### src/design/idle_connection_timing_wheel_top_assert.svh
// Assertion macros used by the idle connection timing wheel sequencer.
`ifndef IDLE_CONNECTION_TIMING_WHEEL_TOP_ASSERT_SVH
`define IDLE_CONNECTION_TIMING_WHEEL_TOP_ASSERT_SVH

// Same-cycle implication, disabled while reset is high.
`define ICW_ASSERT_NOW(name, clk, rst, ante, cons) \
   name: assert property (@(posedge clk) disable iff (rst) (ante) |-> (cons)) \
      else $error("icw assertion failed");

// Next-cycle implication, disabled while reset is high.
`define ICW_ASSERT_NEXT(name, clk, rst, ante, cons) \
   name: assert property (@(posedge clk) disable iff (rst) (ante) |=> (cons)) \
      else $error("icw assertion failed");

`endif

### src/design/icw_pkg.sv
// Package with the shared types and constants of the idle connection timing wheel.
package icw_pkg;

   localparam int MAX_CONN    = 64;
   localparam int WHEEL_SLOTS = 8;

   localparam int ID_W   = 6;
   localparam int ACT_W  = 2;
   localparam int IDX_W  = (MAX_CONN > 1) ? $clog2(MAX_CONN) : 1;
   localparam int SLOT_W = (WHEEL_SLOTS > 1) ? $clog2(WHEEL_SLOTS) : 1;

   localparam logic [ID_W:0]     CONN_LIMIT = (ID_W + 1)'(MAX_CONN);
   localparam logic [IDX_W-1:0]  LAST_IDX   = IDX_W'(MAX_CONN - 1);
   localparam logic [SLOT_W-1:0] LAST_SLOT  = SLOT_W'(WHEEL_SLOTS - 1);

   typedef enum logic [ACT_W-1:0] {
      ACT_ADD     = 2'd0,
      ACT_REMOVE  = 2'd1,
      ACT_REFRESH = 2'd2,
      ACT_TICK    = 2'd3
   } action_type;

   typedef enum logic [2:0] {
      ST_IDLE,
      ST_CMD,
      ST_SCAN,
      ST_DRAIN,
      ST_FLUSH
   } ctrl_state_type;

   typedef struct packed {
      logic [SLOT_W-1:0] cur_slot;
      logic [SLOT_W-1:0] next_slot;
      logic              due;
   } wheel_status_type;

   typedef struct packed {
      logic            strobe;
      logic [ID_W-1:0] id;
      logic            evicted;
      logic            was_present;
      logic            last;
   } emit_type;

endpackage

### src/design/icw_ram.sv
// Generic single-write, single-read memory with registered read data.
module icw_ram #(
   parameter int DEPTH = 64,
   parameter int WIDTH = 3,
   localparam int AW   = (DEPTH > 1) ? $clog2(DEPTH) : 1
) (
   input  logic             clock,
   input  logic             wr_en,
   input  logic [AW-1:0]    wr_addr,
   input  logic [WIDTH-1:0] wr_data,
   input  logic             rd_en,
   input  logic [AW-1:0]    rd_addr,
   output logic [WIDTH-1:0] rd_data
);

   logic [WIDTH-1:0] mem [DEPTH];
   logic [WIDTH-1:0] rd_data_ff;

   always_ff @(posedge clock) begin
      if (wr_en) begin
         mem[wr_addr] <= wr_data;
      end
   end

   always_ff @(posedge clock) begin
      if (rd_en) begin
         rd_data_ff <= mem[rd_addr];
      end
   end

   assign rd_data = rd_data_ff;

endmodule

### src/design/icw_wheel.sv
// Wheel slot pointer and per-slot due flags.
module icw_wheel
   import icw_pkg::*;
(
   input  logic             clock,
   input  logic             reset,
   input  logic             tick,
   output wheel_status_type status
);

   logic [SLOT_W-1:0]      cur_ff, cur_in;
   logic [SLOT_W-1:0]      next_slot;
   logic [WHEEL_SLOTS-1:0] flags_ff, flags_in;

   assign next_slot = (cur_ff == LAST_SLOT) ? '0 : cur_ff + 1'b1;

   // On a tick the slot being left becomes due and the slot entered is cleaned.
   always_comb begin
      cur_in   = cur_ff;
      flags_in = flags_ff;
      if (tick) begin
         cur_in              = next_slot;
         flags_in[cur_ff]    = 1'b1;
         flags_in[next_slot] = 1'b0;
      end
   end

   always_ff @(posedge clock) begin
      if (reset) begin
         cur_ff   <= '0;
         flags_ff <= '0;
      end else begin
         cur_ff   <= cur_in;
         flags_ff <= flags_in;
      end
   end

   assign status.cur_slot  = cur_ff;
   assign status.next_slot = next_slot;
   assign status.due       = flags_ff[next_slot];

endmodule

### src/design/icw_ctrl.sv
// Sequencer: command handling, connection valid bits and the eviction scan.
`include "idle_connection_timing_wheel_top_assert.svh"

module icw_ctrl
   import icw_pkg::*;
(
   input  logic              clock,
   input  logic              reset,
   input  logic              start,
   input  logic [ACT_W-1:0]  req_action,
   input  logic [ID_W-1:0]   req_conn_id,
   output logic              busy,
   input  wheel_status_type  wheel,
   output logic              tick,
   output logic              ram_wr_en,
   output logic [IDX_W-1:0]  ram_wr_addr,
   output logic [SLOT_W-1:0] ram_wr_data,
   output logic              ram_rd_en,
   output logic [IDX_W-1:0]  ram_rd_addr,
   input  logic [SLOT_W-1:0] ram_rd_data,
   output emit_type          emit
);

   ctrl_state_type state_ff, state_in;

   action_type        act_ff, act_in;
   logic [ID_W-1:0]   id_ff, id_in;
   logic [SLOT_W-1:0] slot_ff, slot_in;
   logic [IDX_W-1:0]  idx_ff, idx_in;
   logic              cap_live_ff, cap_live_in;
   logic              cap_valid_ff, cap_valid_in;
   logic [IDX_W-1:0]  cap_id_ff, cap_id_in;
   logic              hold_v_ff, hold_v_in;
   logic [IDX_W-1:0]  hold_id_ff, hold_id_in;
   logic [MAX_CONN-1:0] valid_ff, valid_in;

   logic             accept;
   logic             in_range;
   logic [IDX_W-1:0] cmd_idx;
   logic             present;
   logic             hit;

   assign accept   = start && (state_ff == ST_IDLE);
   assign in_range = ({1'b0, id_ff} < CONN_LIMIT);
   assign cmd_idx  = id_ff[IDX_W-1:0];
   assign present  = in_range && valid_ff[cmd_idx];
   // The shared slot comparator: one connection entry per cycle.
   assign hit      = cap_live_ff && cap_valid_ff && (ram_rd_data == slot_ff);

   // Next state.
   always_comb begin
      state_in = state_ff;
      unique case (state_ff)
         ST_IDLE: begin
            if (accept) begin
               if (action_type'(req_action) == ACT_TICK) begin
                  state_in = wheel.due ? ST_SCAN : ST_FLUSH;
               end else begin
                  state_in = ST_CMD;
               end
            end
         end
         ST_CMD:   state_in = ST_IDLE;
         ST_SCAN: begin
            if (idx_ff == LAST_IDX) begin
               state_in = ST_DRAIN;
            end
         end
         ST_DRAIN: state_in = ST_FLUSH;
         ST_FLUSH: state_in = ST_IDLE;
         default:  state_in = ST_IDLE;
      endcase
   end

   // Outputs toward the handshake, the wheel, the slot memory and the result register.
   always_comb begin
      busy        = (state_ff != ST_IDLE);
      tick        = accept && (action_type'(req_action) == ACT_TICK);
      ram_wr_en   = (state_ff == ST_CMD) && in_range && (act_ff != ACT_REMOVE);
      ram_wr_addr = cmd_idx;
      ram_wr_data = wheel.cur_slot;
      ram_rd_en   = (state_ff == ST_SCAN);
      ram_rd_addr = idx_ff;

      emit             = '0;
      emit.id          = id_ff;
      if (state_ff == ST_CMD) begin
         emit.strobe      = 1'b1;
         emit.was_present = present;
         emit.last        = 1'b1;
      end else if (state_ff == ST_FLUSH) begin
         emit.strobe  = hold_v_ff;
         emit.id      = ID_W'(hold_id_ff);
         emit.evicted = 1'b1;
         emit.last    = 1'b1;
      end else if (hit) begin
         // A newer eviction is found, so the held one is not the final result.
         emit.strobe  = hold_v_ff;
         emit.id      = ID_W'(hold_id_ff);
         emit.evicted = 1'b1;
      end
   end

   // Datapath next values.
   always_comb begin
      act_in       = act_ff;
      id_in        = id_ff;
      slot_in      = slot_ff;
      idx_in       = idx_ff;
      cap_valid_in = cap_valid_ff;
      cap_id_in    = cap_id_ff;
      hold_v_in    = hold_v_ff;
      hold_id_in   = hold_id_ff;
      valid_in     = valid_ff;
      cap_live_in  = (state_ff == ST_SCAN);

      if (accept) begin
         act_in    = action_type'(req_action);
         id_in     = req_conn_id;
         slot_in   = wheel.next_slot;
         idx_in    = '0;
         hold_v_in = 1'b0;
      end

      if (state_ff == ST_CMD && in_range) begin
         valid_in[cmd_idx] = (act_ff != ACT_REMOVE);
      end

      if (state_ff == ST_SCAN) begin
         idx_in       = idx_ff + 1'b1;
         cap_valid_in = valid_ff[idx_ff];
         cap_id_in    = idx_ff;
      end

      if (hit) begin
         valid_in[cap_id_ff] = 1'b0;
         hold_v_in           = 1'b1;
         hold_id_in          = cap_id_ff;
      end

      if (state_ff == ST_FLUSH) begin
         hold_v_in = 1'b0;
      end
   end

   always_ff @(posedge clock) begin
      if (reset) begin
         state_ff    <= ST_IDLE;
         valid_ff    <= '0;
         cap_live_ff <= 1'b0;
         hold_v_ff   <= 1'b0;
      end else begin
         state_ff    <= state_in;
         valid_ff    <= valid_in;
         cap_live_ff <= cap_live_in;
         hold_v_ff   <= hold_v_in;
      end
   end

   always_ff @(posedge clock) begin
      act_ff       <= act_in;
      id_ff        <= id_in;
      slot_ff      <= slot_in;
      idx_ff       <= idx_in;
      cap_valid_ff <= cap_valid_in;
      cap_id_ff    <= cap_id_in;
      hold_id_ff   <= hold_id_in;
   end

   `ICW_ASSERT_NOW(a_no_emit_idle, clock, reset, state_ff == ST_IDLE, !emit.strobe)
   `ICW_ASSERT_NEXT(a_flush_empties, clock, reset, state_ff == ST_FLUSH, !hold_v_ff)
   `ICW_ASSERT_NEXT(a_due_tick_scans, clock, reset, tick && wheel.due, state_ff == ST_SCAN)
   `ICW_ASSERT_NOW(a_scan_not_last, clock, reset, emit.strobe && (state_ff == ST_SCAN || state_ff == ST_DRAIN), !emit.last && emit.evicted)

endmodule

### src/design/idle_connection_timing_wheel_top.sv
// Top level of the idle connection timing wheel.
// An item is taken when start is high and busy is low. For add, remove and
// refresh the item is taken, then the command state updates the connection's
// valid bit (and, for add and refresh, its slot entry) and registers its single
// result onto the rsp_ ports. A tick whose entered slot is not due goes through
// the flush state and gives no result; when it is due, the sequencer walks the
// connection table one entry per cycle through the slot memory's single read
// port and one shared slot comparator, and busy stays high through the walk.
// Evictions come out in ascending id order while the walk goes on; each one is
// held back until the next is found, so the one that carries last comes out at
// the end of the walk. A due tick with nothing to evict gives no result. Every
// result is shown for exactly one cycle, marked by rsp_strobe, and the receiver
// cannot stall it. Reset needs no clearing pass: connection valid bits and slot
// flags are flip-flops cleared at once.
module idle_connection_timing_wheel_top
   import icw_pkg::*;
(
   input  logic             clock,
   input  logic             reset,
   input  logic             start,
   output logic             busy,
   input  logic [ACT_W-1:0] req_action,
   input  logic [ID_W-1:0]  req_conn_id,
   output logic             rsp_strobe,
   output logic [ID_W-1:0]  rsp_result_id,
   output logic             rsp_evicted,
   output logic             rsp_was_present,
   output logic             rsp_last
);

   wheel_status_type  wheel;
   logic              tick;
   logic              ram_wr_en;
   logic [IDX_W-1:0]  ram_wr_addr;
   logic [SLOT_W-1:0] ram_wr_data;
   logic              ram_rd_en;
   logic [IDX_W-1:0]  ram_rd_addr;
   logic [SLOT_W-1:0] ram_rd_data;
   emit_type          emit;

   // The result register: the strobe is cleared by reset, the fields are not.
   logic            rsp_strobe_ff;
   logic [ID_W-1:0] rsp_id_ff;
   logic            rsp_evicted_ff;
   logic            rsp_was_present_ff;
   logic            rsp_last_ff;

   icw_wheel u_wheel (
      .clock  (clock),
      .reset  (reset),
      .tick   (tick),
      .status (wheel)
   );

   // Slot of each connection's last activity; the scan reads every entry and uses it only while its valid bit is set.
   icw_ram #(
      .DEPTH (MAX_CONN),
      .WIDTH (SLOT_W)
   ) u_slot_ram (
      .clock   (clock),
      .wr_en   (ram_wr_en),
      .wr_addr (ram_wr_addr),
      .wr_data (ram_wr_data),
      .rd_en   (ram_rd_en),
      .rd_addr (ram_rd_addr),
      .rd_data (ram_rd_data)
   );

   icw_ctrl u_ctrl (
      .clock       (clock),
      .reset       (reset),
      .start       (start),
      .req_action  (req_action),
      .req_conn_id (req_conn_id),
      .busy        (busy),
      .wheel       (wheel),
      .tick        (tick),
      .ram_wr_en   (ram_wr_en),
      .ram_wr_addr (ram_wr_addr),
      .ram_wr_data (ram_wr_data),
      .ram_rd_en   (ram_rd_en),
      .ram_rd_addr (ram_rd_addr),
      .ram_rd_data (ram_rd_data),
      .emit        (emit)
   );

   always_ff @(posedge clock) begin
      if (reset) begin
         rsp_strobe_ff <= 1'b0;
      end else begin
         rsp_strobe_ff <= emit.strobe;
      end
   end

   always_ff @(posedge clock) begin
      rsp_id_ff          <= emit.id;
      rsp_evicted_ff     <= emit.evicted;
      rsp_was_present_ff <= emit.was_present;
      rsp_last_ff        <= emit.last;
   end

   assign rsp_strobe      = rsp_strobe_ff;
   assign rsp_result_id   = rsp_id_ff;
   assign rsp_evicted     = rsp_evicted_ff;
   assign rsp_was_present = rsp_was_present_ff;
   assign rsp_last        = rsp_last_ff;

endmodule

### config.mk
export PLATFORM = sky130hd
export DESIGN_NAME = idle_connection_timing_wheel_top
export DESIGN_NICKNAME = d
export VERILOG_FILES = /design/src/design/icw_pkg.sv /design/src/design/icw_ram.sv /design/src/design/icw_wheel.sv /design/src/design/icw_ctrl.sv /design/src/design/idle_connection_timing_wheel_top.sv
export VERILOG_INCLUDE_DIRS = /design/src /design/src/design
export SDC_FILE = /design/constraint.sdc
export NUM_CORES = 1
export LEC_CHECK = 0
export ABC_CLOCK_PERIOD_IN_PS = 4900
export BUFFER_PORTS_ARGS = -buffer_cell sky130_fd_sc_hd__buf_4
export CORE_ASPECT_RATIO = 1.4
export CORE_MARGIN = 3
export CORE_UTILIZATION = 35
export DETAILED_ROUTE_END_ITERATION = 12
export GPL_TIMING_DRIVEN = 0
export HOLD_SLACK_MARGIN = 0.03
export SLEW_MARGIN = 10
export SYNTH_ARGS = -nofsm -noshare
export SYNTH_HDL_FRONTEND = slang
export SYNTH_HIERARCHICAL = 1
export SYNTH_SLANG_ARGS = --single-unit
### constraint.sdc
create_clock -name clock -period 4.9 [get_ports clock]
set_input_delay 0 -clock clock [delete_from_list [all_inputs] [get_ports clock]]
set_output_delay 0 -clock clock [all_outputs]
set_load 0.02 [all_outputs]
==> results.txt <==
----------------------------------------------------
[Status]
  Run status ... completed

[CTS]
  Clock Latency Late Sink ... 0.53 ns
  # H-tree levels ... 2
  Clk sinks ... 315
  Clock edge transition at the registers on the reported setup and hold paths ... 0.06 ns
  Clock tree from TritonCTS ... yes
  Buffer depth of the longest clock path ... 3
  Number of clock buffers inserted by TritonCTS ... 34
  Master cell of the clock root buffer ... sky130_fd_sc_hd__clkbuf_16

[Power]
  Clock share of power ... 42.9%
  Sw frac ... 23.1%
  Internal power component ... 4370 uW
  Lkg Pwr ... 0.00589 uW
  Switching power ... 1320 uW
  Worst IR Drop VDD ... 0.000301 V
  Comb power frac ... 6.5%
  Flop pwr share ... 50.6%
  Power density cells ... 350 nW/um^2

[Floorplan]
  Starting utilization of the core area ... 35.9%
  Die Span Y ... 245 um
  Row count ... 86
  Area of the die ... 43300 sq um
  Horizontal die dimension ... 177 um
  Core ar. ... 39800 sq um
  Top-level I/O count ... 22

[Logic synthesis]
  Share of Yosys cell area claimed by the top area cell type ... 47.3%
  Syn Inst Count ... 1040
  Average size of a mapped cell ... 13.7 sq um
  Net count after synthesis ... 1055
  Most instantiated cells after synthesis ... sky130_fd_sc_hd__edfxtp_1 (225), sky130_fd_sc_hd__nand2_1 (102), sky130_fd_sc_hd__nor2_1 (100)
  Cell with the most instances after synthesis ... sky130_fd_sc_hd__edfxtp_1
  Yosys synthesis warning count ... 6
  Primary FF master, synth ... sky130_fd_sc_hd__edfxtp_1
  Sequential fraction of the synthesis area ... 59.9%
  Number of distinct library cell variants in the gate-level netlist after synthesis ... 59
  Number of synthesized flops with an enable pin ... 225
  Post-synth top area cell ... sky130_fd_sc_hd__edfxtp_1
  Mapped cell area ... 14300 sq um
  Share of async-settable or async-resettable flops after synthesis ... 0%
  Biggest area contributors in the synthesized netlist ... sky130_fd_sc_hd__edfxtp_1 (47%), sky130_fd_sc_hd__dfxtp_1 (13%), sky130_fd_sc_hd__mux4_2 (9.9%)
  Total of flip-flops plus latches after synthesis ... 315

[Global route]
  Global route total overflow ... 0
  Number of antenna violations at the first check in global routing ... 0
  Pin count of the biggest net entering global routing ... 65
  First-pass GRT wire length ... 58700 um
  Total GRT Usage ... 18.0%
  Vias in the first global route ... 9397

[STA]
  Transition time of the tightest slew-check pin ... 1.19 ns
  Summed negative setup slack over all endpoints ... 0 ns
  Final Setup Violations ... 0
  RSZ-0062 raised after global routing ... false
  Final hold violation count ... 0
  Time the worst path needs with I/O delays and setup ... 3.49 ns
  Relative slew slack ... 20.3%
  Setup clock skew after layout ... 0.0218 ns
  FMAX ... 287 MHz
  Post-route fraction of the period consumed by the critical path ... 71.1%
  Number of pins exceeding their max-slew limit in the final report ... 0

[Drt]
  Routed length per instance ... 23.5 um
  Remaining number of nets flagged by the antenna check after routing ... 0
  Iteration-0 DRC count of the detailed router ... 782
  Post-route DRC violation count ... 0
  Avg Vias per Cell ... 5.56
  Number of optimization iterations in the first detailed-route pass ... 7
  Post-detailed-routing wire length ... 39100 um
  Routed vias ... 9232

[Cells and area]
  Multi-input logic area ... 5360 sq um
  Combined flip-flop and latch cell area ... 8560 sq um
  FILL cells ... 3802
  Fraction of final layout cells sized beyond drive strength 1 ... 16.7%
  Area added between synthesis and finish ... 13.9%
  Nets ... 1123
  Number of inserted diodes ... 0
  Final core utilization ... 40.9%

[Critical path]
  Critical path class ... flip-flop to flip-flop
  Required arrival time at the worst endpoint ... 5.08 ns
  Maximum fanout encountered on the critical timing path ... 10
  Arr. time, crit path ... 3.66 ns
  Type of origin of the critical path ... flip-flop
  Crit end category ... flip-flop

[Worst hold path]
  Class of the tightest hold or removal check ... input pin to flip-flop

[Flow run]
  Max-cap violations ... 0

[Placement]
  Hpwl dp ... 26300 um
  Routability Congestion ... 0.904
  Number of port buffers ... 21

----------------------------------------------------
==> state kept, by name (all words and copies together) (netlist names), 2 cells and up <==
register,count
rsp_result_id,6
u_wheel/flags_ff,8
u_ctrl/hold_id_ff,6
u_ctrl/ram_wr_addr,6
u_ctrl/cap_id_ff,6
u_ctrl/valid_ff,64
u_wheel/cur_ff,3
u_ctrl/act_ff,2
u_slot_ram/mem,192
u_ctrl/ram_rd_addr,6
u_ctrl/slot_ff,3
u_slot_ram/rd_data,3
u_ctrl/state_ff,3
==> layout make-up <==
class	count	share of cell area, %
clock inverter	16	0.815
timing repair buffer	32	1.63
buffer	75	2.14
sequential	315	52.6
tap	528	4.06
multi-input combinational	643	32.9
inverter	7	0.161
clock buffer	45	5.67
==> logic make-up (layout without fill, tap and decap cells) <==
kind of cell               count (synthesis)  count (layout)  synth area share, %
buffers and inverters                     82             175                 2.63
and+or+nand+nor                          324             324                 11.3
adders and majority gates                  4               4                0.350
xor gates and xnor gates                   6               6                0.368
DFF                                      315             315                 59.9
muxes                                    166             166                 18.0
AOI/OAI and AO/OA                        143             143                 7.36
==> metrics by stage <==
| stage | instances | total power, uW | setup WS, ns | area [sq um] | hold WS (ns) |
|---|---|---|---|---|---|
| finish | 1661 | 5690 | 1.41 | 16300 | 0.198 |
| global route | 1661 | 5880 | 1.22 | 16300 | 0.187 |
| CTS | 1661 | 5740 | 1.37 | 16300 | 0.181 |
| detailed placement | 1590 | 3300 | 1.40 | 15100 | 0.184 |
| global placement | 1589 | 3300 | 1.14 | 15100 | 0.189 |
| floorplan | 1040 | 3160 | 2.60 | 14300 | 0.0643 |
==> per-layer routing <==
metal / track usage [%] / wire (um) / up-vias
li1: - / - / 4171
met1: 21.2 / 15100 / 4706
met2: 32.8 / 20700 / 281
met3: 2.52 / 1800 / 74
met4: 7.26 / 1450 / 0
met5: 0 / 0 / -
==> cells in the final DEF, fill, tap and decap left out, drive strengths merged, types with 8 or more instances in the layout <==
master       count
nor3b            8
clkinv          13
dlygate4sd3     10
nor2b           22
o21ai            8
a221oi          11
a31oi            8
clkbuf          89
inv              8
a211oi          73
dfxtp           90
nand2          102
mux4            70
mux2            11
buf             53
nand3           14
edfxtp         225
mux2i           85
a21oi           14
nor3            23
nor2           103
nand2b          17
==> worst max-delay path, stage by stage, from the launching register on <==
cell and delay, ns:
sky130_fd_sc_hd__edfxtp_1 0.35, sky130_fd_sc_hd__nand2b_1 0.09, sky130_fd_sc_hd__clkbuf_1 0.41, sky130_fd_sc_hd__clkbuf_1 0.45, sky130_fd_sc_hd__nor2b_1 0.52, sky130_fd_sc_hd__nor2b_1 0.31, sky130_fd_sc_hd__nand3_1 0.50, sky130_fd_sc_hd__nor2_1 0.50
==> power groups by stage <==
stage	clock network, uW	logic [uW]	registers [uW]
finish	2440	368	2880
global route	2610	390	2880
CTS	2500	368	2880
detailed placement	0	361	2940
global placement	0	359	2940
floorplan	0	229	2930
==> worst paths after layout <==
path	startpoint	end	slack, ns	depth (start not counted)
min	req_conn_id[3]	u_ctrl/ram_wr_addr[3]	0.20	2
max	u_ctrl/act_ff[0]	u_slot_ram/mem[14][1]	1.41	7
max reg2reg	u_ctrl/act_ff[0]	u_slot_ram/mem[14][1]	1.41	7
min reg2reg	u_ctrl/cap_id_ff[4]	u_ctrl/hold_id_ff[4]	0.46	0
==> repair_timing <==
| action | CTS | global route |
|---|---|---|
| setup buffers | 0 | 0 |
| resized for setup | 0 | 0 |
| hold buffers | 10 | 0 |
| endpoints found under the hold margin | 17 | 0 |
Note: power is estimated with default switching activity, not from simulation.
